===== config.mk =====
export PLATFORM = sky130hd
export DESIGN_NAME = omw_cordic
export DESIGN_NICKNAME = d
export VERILOG_FILES = /design/src/design/omw_pkg.sv /design/src/design/omw_cordic.sv
export SDC_FILE = /design/constraint.sdc
export NUM_CORES = 1
export LEC_CHECK = 0
export BUFFER_PORTS_ARGS = -buffer_cell sky130_fd_sc_hd__buf_2
export CAP_MARGIN = 20
export CORE_MARGIN = 3
export CORE_UTILIZATION = 30
export DETAILED_ROUTE_END_ITERATION = 10
export GPL_ROUTABILITY_DRIVEN = 1
export PLACE_DENSITY_LB_ADDON = 0.12
export SETUP_SLACK_MARGIN = 0.2
export SYNTH_ARGS = -nofsm -noshare
export SYNTH_HDL_FRONTEND = slang
export SYNTH_SLANG_ARGS = --single-unit

===== constraint.sdc =====
create_clock -name clk -period 5.9 [get_ports clk]
set_clock_uncertainty 0.05 [all_clocks]
set_input_delay 1.18 -clock clk [delete_from_list [all_inputs] [get_ports clk]]
set_output_delay 1.18 -clock clk [all_outputs]
set_load 0.01 [all_outputs]

===== src/design/omw_pkg.sv =====
`default_nettype none
package omw_pkg;

  localparam logic [31:0] LIN_GAIN_RESET = 32'd85899346;
  localparam logic [31:0] ANG_GAIN_RESET = 32'd419021200;
  localparam logic [31:0] SQRT3_HALF_Q32 = 32'd3719550787;
  localparam logic [31:0] TURNS_PER_RAD_Q32 = 32'd683565276;
  localparam logic signed [33:0] CORDIC_START_Q30 = 34'sd652032874;
  localparam logic signed [33:0] ONE_Q30 = 34'sd1073741824;
  localparam int CORDIC_STEPS = 30;

  localparam logic [1:0] CFG_LIN_GAIN = 2'd0;
  localparam logic [1:0] CFG_ANG_GAIN = 2'd1;

  typedef struct packed {
    logic               busy;
    logic signed [31:0] cos_val;
    logic signed [31:0] sin_val;
  } cordic_res_t;

  // Arctangent of 2^-i in binary-angle units.
  function automatic logic [31:0] atan_turns(input logic [4:0] i);
    logic [31:0] r;
    unique case (i)
      5'd0:  r = 32'h20000000;
      5'd1:  r = 32'h12E4051E;
      5'd2:  r = 32'h09FB385B;
      5'd3:  r = 32'h051111D4;
      5'd4:  r = 32'h028B0D43;
      5'd5:  r = 32'h0145D7E1;
      5'd6:  r = 32'h00A2F61E;
      5'd7:  r = 32'h00517C55;
      5'd8:  r = 32'h0028BE53;
      5'd9:  r = 32'h00145F2F;
      5'd10: r = 32'h000A2F98;
      5'd11: r = 32'h000517CC;
      5'd12: r = 32'h00028BE6;
      5'd13: r = 32'h000145F3;
      5'd14: r = 32'h0000A2FA;
      5'd15: r = 32'h0000517D;
      5'd16: r = 32'h000028BE;
      5'd17: r = 32'h0000145F;
      5'd18: r = 32'h00000A30;
      5'd19: r = 32'h00000518;
      5'd20: r = 32'h0000028C;
      5'd21: r = 32'h00000146;
      5'd22: r = 32'h000000A3;
      5'd23: r = 32'h00000051;
      5'd24: r = 32'h00000029;
      5'd25: r = 32'h00000014;
      5'd26: r = 32'h0000000A;
      5'd27: r = 32'h00000005;
      5'd28: r = 32'h00000003;
      5'd29: r = 32'h00000001;
      default: r = 32'h00000000;
    endcase
    return r;
  endfunction

endpackage
`default_nettype wire


===== src/design/omw_cordic.sv =====
`default_nettype none
module omw_cordic (
  input  wire logic                clk,
  input  wire logic                rst,
  input  wire logic                start,
  input  wire logic [31:0]         angle,
  output omw_pkg::cordic_res_t     res
);
  import omw_pkg::*;

  logic               busy;
  logic               fin;
  logic               flip;
  logic [4:0]         step;
  logic signed [33:0] x;
  logic signed [33:0] y;
  logic signed [33:0] z;
  logic signed [31:0] cos_q;
  logic signed [31:0] sin_q;
  logic [31:0]        ang_red;
  logic               flip_in;
  logic signed [33:0] xf;
  logic signed [33:0] yf;
  logic signed [33:0] at;

  function automatic logic signed [31:0] clamp_q30(input logic signed [33:0] v);
    logic signed [33:0] t;
    if (v > ONE_Q30) t = ONE_Q30;
    else if (v < -ONE_Q30) t = -ONE_Q30;
    else t = v;
    return t[31:0];
  endfunction

  always_comb begin
    flip_in = angle[31] ^ angle[30];
    ang_red = flip_in ? (angle ^ 32'h8000_0000) : angle;
    xf      = flip ? -x : x;
    yf      = flip ? -y : y;
    at      = signed'({2'b00, atan_turns(step)});
  end

  always_ff @(posedge clk) begin
    if (rst) begin
      busy <= 1'b0;
      fin  <= 1'b0;
    end else if (start) begin
      busy <= 1'b1;
      fin  <= 1'b0;
    end else if (busy && !fin) begin
      if (step == 5'(CORDIC_STEPS - 1)) fin <= 1'b1;
    end else if (fin) begin
      fin  <= 1'b0;
      busy <= 1'b0;
    end
  end

  always_ff @(posedge clk) begin
    if (start) begin
      flip <= flip_in;
      x    <= CORDIC_START_Q30;
      y    <= '0;
      z    <= signed'({{2{ang_red[31]}}, ang_red});
      step <= '0;
    end else if (busy && !fin) begin
      if (z >= 0) begin
        x <= x - (y >>> step);
        y <= y + (x >>> step);
        z <= z - at;
      end else begin
        x <= x + (y >>> step);
        y <= y - (x >>> step);
        z <= z + at;
      end
      step <= step + 5'd1;
    end else if (fin) begin
      cos_q <= clamp_q30(xf);
      sin_q <= clamp_q30(yf);
    end
  end

  assign res.busy    = busy;
  assign res.cos_val = cos_q;
  assign res.sin_val = sin_q;

endmodule
`default_nettype wire


==> impl_metrics.csv <==
group,metric,value,unit
cells_and_area,final_cell_mix,"buf_4, nand2_1, nor2_1",
worst_setup_path,cp.arrival,6430,ps
routing,wl_per_cell,22.1,um
global_routing,grt_pass1_wl,135000,um
routing,via_per_inst,5.56,
placed_design,finalWeightedCongestion,0.982,
placed_design,portBuffers,99,
cells_and_area,layout_commonest_cell,"buf_4",
cells_and_area,fill_cells,7435,
status,status,"finished with violations",
floorplanning,die_h,276,um
placed_design,placed_cell_area,25800,um2
routing,ant_nets,0,
yosys,synth_top_family_by_area,"compound AO/OA/AOI/OAI gates",
cells_and_area,fin_area,27900,um2
worst_setup_path,critical_path_class,"reg2reg",
routing,vias,22400,
power_and_ir_drop,ir_drop,0.270,mV
cells_and_area,final_util,38.8,%
yosys,postSynthAreaPerCell,8.09,um2
power_and_ir_drop,sequentialPowerShare,12.7,%
worst_setup_path,cp_max_fo,8,
clocking,cts_tree,"built",
clocking,numCtsBuffers,28,
sta,tightest_slew,965,ps
cells_and_area,drive_gt1_share,27.9,%
yosys,synth_xor_area_share,9.46,%
yosys,synth_top_cell_by_area,"edfxtp_1",
global_routing,grt_use_total,22.2,%
sta,slew_headroom,35.0,%
cells_and_area,nets,3212,
yosys,synth_nets,2861,
floorplanning,die_x,276,um
clocking,cts_sinks,204,
routing,drtPass1Iterations,6,
sta,finalSetupViolations,3,
global_routing,grt.overflow.total,0,
routing,routed_wl,89300,um
worst_setup_path,crit_path_frequent_cell,"a21o_1",
global_routing,grt_max_degree,104,
sta,rsz0062_at_grt,"true",
placed_design,detailed_place_hpwl,69200,um
power_and_ir_drop,switching_share,47.8,%
yosys,ys_ff_latch,204,
yosys,yosysWarnings,0,
worst_setup_path,worstSetupStartpointType,"flip-flop",
worst_setup_path,critPathMaxStageDelay,520,ps
floorplanning,core-area,72000,um2
yosys,synthFlopType,"dfxtp_1",
floorplanning,die_area,76300,um2
clocking,clock_latency,600,ps
floorplanning,start_util,30.4,%
flow_run,drv_cap,0,
yosys,syn-cell-area,21900,um2
yosys,async_flop_share,0,%
sta,finalCritPeriodShare,102,%
cells_and_area,regArea,5090,um2
power_and_ir_drop,fin_total_pwr,17.8,mW
sta,min_period,6010,ps
clocking,cts_htree_levels,1,
yosys,postSynthCellCount,2708,
sta,worst_slack,-107,ps
sta,max_freq,166,MHz
sta,whs,460,ps
clocking,cts_buffer_depth,3,
min_path,hold_path_class,"reg2reg",
sta,slew_viol_final,0,
cells_and_area,multi_input_area,16300,um2
power_and_ir_drop,switching_power,8.51,mW
status,violations,"setup timing",
yosys,ys_top_cells_by_area,"edfxtp_1, dfxtp_1, mux4_2",
clocking,clk_pin_slew_worst_paths,60,ps
worst_setup_path,cp_slowest_cell,"mux4_2",
power_and_ir_drop,combPwrFrac,76.4,%
routing,drt_iter0_markers,1858,
yosys,synth_edf_count,99,
power_and_ir_drop,p_int,9.30,mW
yosys,synth_fa_ha_area_share,6.84,%
cells_and_area,synthToLayoutAreaGrowth,27.3,%
sta,hold_violations,0,
power_and_ir_drop,powerDensity,638,nW/um2
yosys,synthMuxAreaShare,12.3,%
worst_setup_path,path_cells,"buf_6, buf_12, mux4_2, mux2_4, o221a_4, a2111o_1, or3b_4, or4_4, nor3_4, nand2_2, a2111oi_4, a211oi_2, ha_1, a21o_1, a21o_1, a21o_1, a211oi_2, nor2b_4, buf_6, a21oi_2, or3_1, a32o_2",
floorplanning,io_pins,100,
yosys,yosysUniqueCellTypes,99,
power_and_ir_drop,clock_power_share,10.9,%
global_routing,antenna_found_initial,2,
worst_setup_path,cp_num_buf_inv,3,
worst_setup_path,critPathCaptureType,"flip-flop",
clocking,cts_root_buf,"clkbuf_16",
yosys,seq_area_frac_synth,23.2,%
yosys,synth_compound_area_share,23.4,%
worst_setup_path,cp_top_family,"compound AO/OA/AOI/OAI gates",
floorplanning,rows,98,
yosys,yosysTopAreaCellShare,13.6,%
routing,drc_errors,0,
power_and_ir_drop,p_leak,11.5,nW
worst_setup_path,cp_data_required_time,6320,ps
global_routing,grt_pass1_vias,22100,
yosys,synth-simple-area-share,19.6,%
## final timing paths
kind                               from    end  slack, ps  cells after the start
worst min register to register    y[23]  y[23]        460                      2
worst max register to register  step[1]  y[32]       -110                     22
worst min-delay path              y[23]  y[23]        460                      2
worst max-delay path            step[1]  y[32]       -110                     22
## cell type report
class                      instances  area share [%]
tap                              950            4.26
inverter                          63           0.848
clock buffer                      41            3.19
clock inverter                    11           0.596
timing repair buffer             532            14.3
antenna                            3          0.0269
sequential                       204            18.2
multi-input combinational       2230            58.5
## power by group through the flow
stage / combinational (mW) / clock (mW) / sequential (mW)
finish: 13.6 / 1.94 / 2.26
CTS: 13.0 / 2.00 / 2.26
global placement: 12.6 / 0 / 2.28
detailed placement: 12.7 / 0 / 2.29
global route: 14.9 / 2.05 / 2.30
floorplan: 8.30 / 0 / 2.12
## tightest hold or removal path, cell delays in order, from the launching register on
cell and delay (ps):
dfxtp_1 350, nand2_1 70, a21oi_1 50
## synth_stat cells, drive strengths merged, types with 19 or more instances
cell type    n
o31ai       47
a21o        49
nand3       60
ha         115
nor3        69
o211ai      30
nand4       20
xnor2      111
o21a        23
mux4        64
dfxtp      105
or3         30
mux2i       52
edfxtp      99
nand2      326
clkbuf     147
a31oi       21
a21oi      184
o22ai       20
nor2b       32
xor2       123
and3        21
or2         19
o21ai      206
buf         63
inv         59
mux2        64
nor2       227
nand2b      32
a211oi      34
## sequential cells by signal, summed over array words and instances (netlist names)
register	cells
at	30
busy	1
cos_q	32
fin	1
flip	1
sin_q	32
step	5
x	34
y	34
z	34
## stage by stage
| step | TNS [ps] | std cells | setup WS, ps |
|---|---|---|---|
| 4_1_cts | 0 | 3992 | 15.5 |
| 2_1_floorplan | 0 | 2708 | 195 |
| 3_3_place_gp | -795 | 3927 | -187 |
| 3_5_place_dp | -713 | 3927 | -144 |
| 5_1_grt | -1050 | 4031 | -308 |
| 6_report | -187 | 4034 | -107 |
## what timing repair did
action / CTS / global route
cloned: 1 / 1
buffers inserted: 12 / 38
gates resized for setup: 50 / 97
hold buffers: 0 / 0
pin swaps: 28 / 69
endpoints found under the setup margin: 16 / 28
## routing by layer
layer	GRT usage, %	share of wire [%]	up-vias
met2	38.0	47	701
met4	6.81	3.4	0
met5	0	0	-
met3	2.65	5.6	157
met1	29.4	44	10900
li1	-	-	10700
## cells by family after synthesis
group / after synthesis
AO/OA/AOI/OAI: 785
XOR/XNOR: 235
adder cells (fa/ha/maj): 118
buffers and inverters: 274
flip-flops: 204
multiplexers: 180
AND/OR/NAND/NOR: 912
Note: power is estimated with default switching activity, not from simulation.
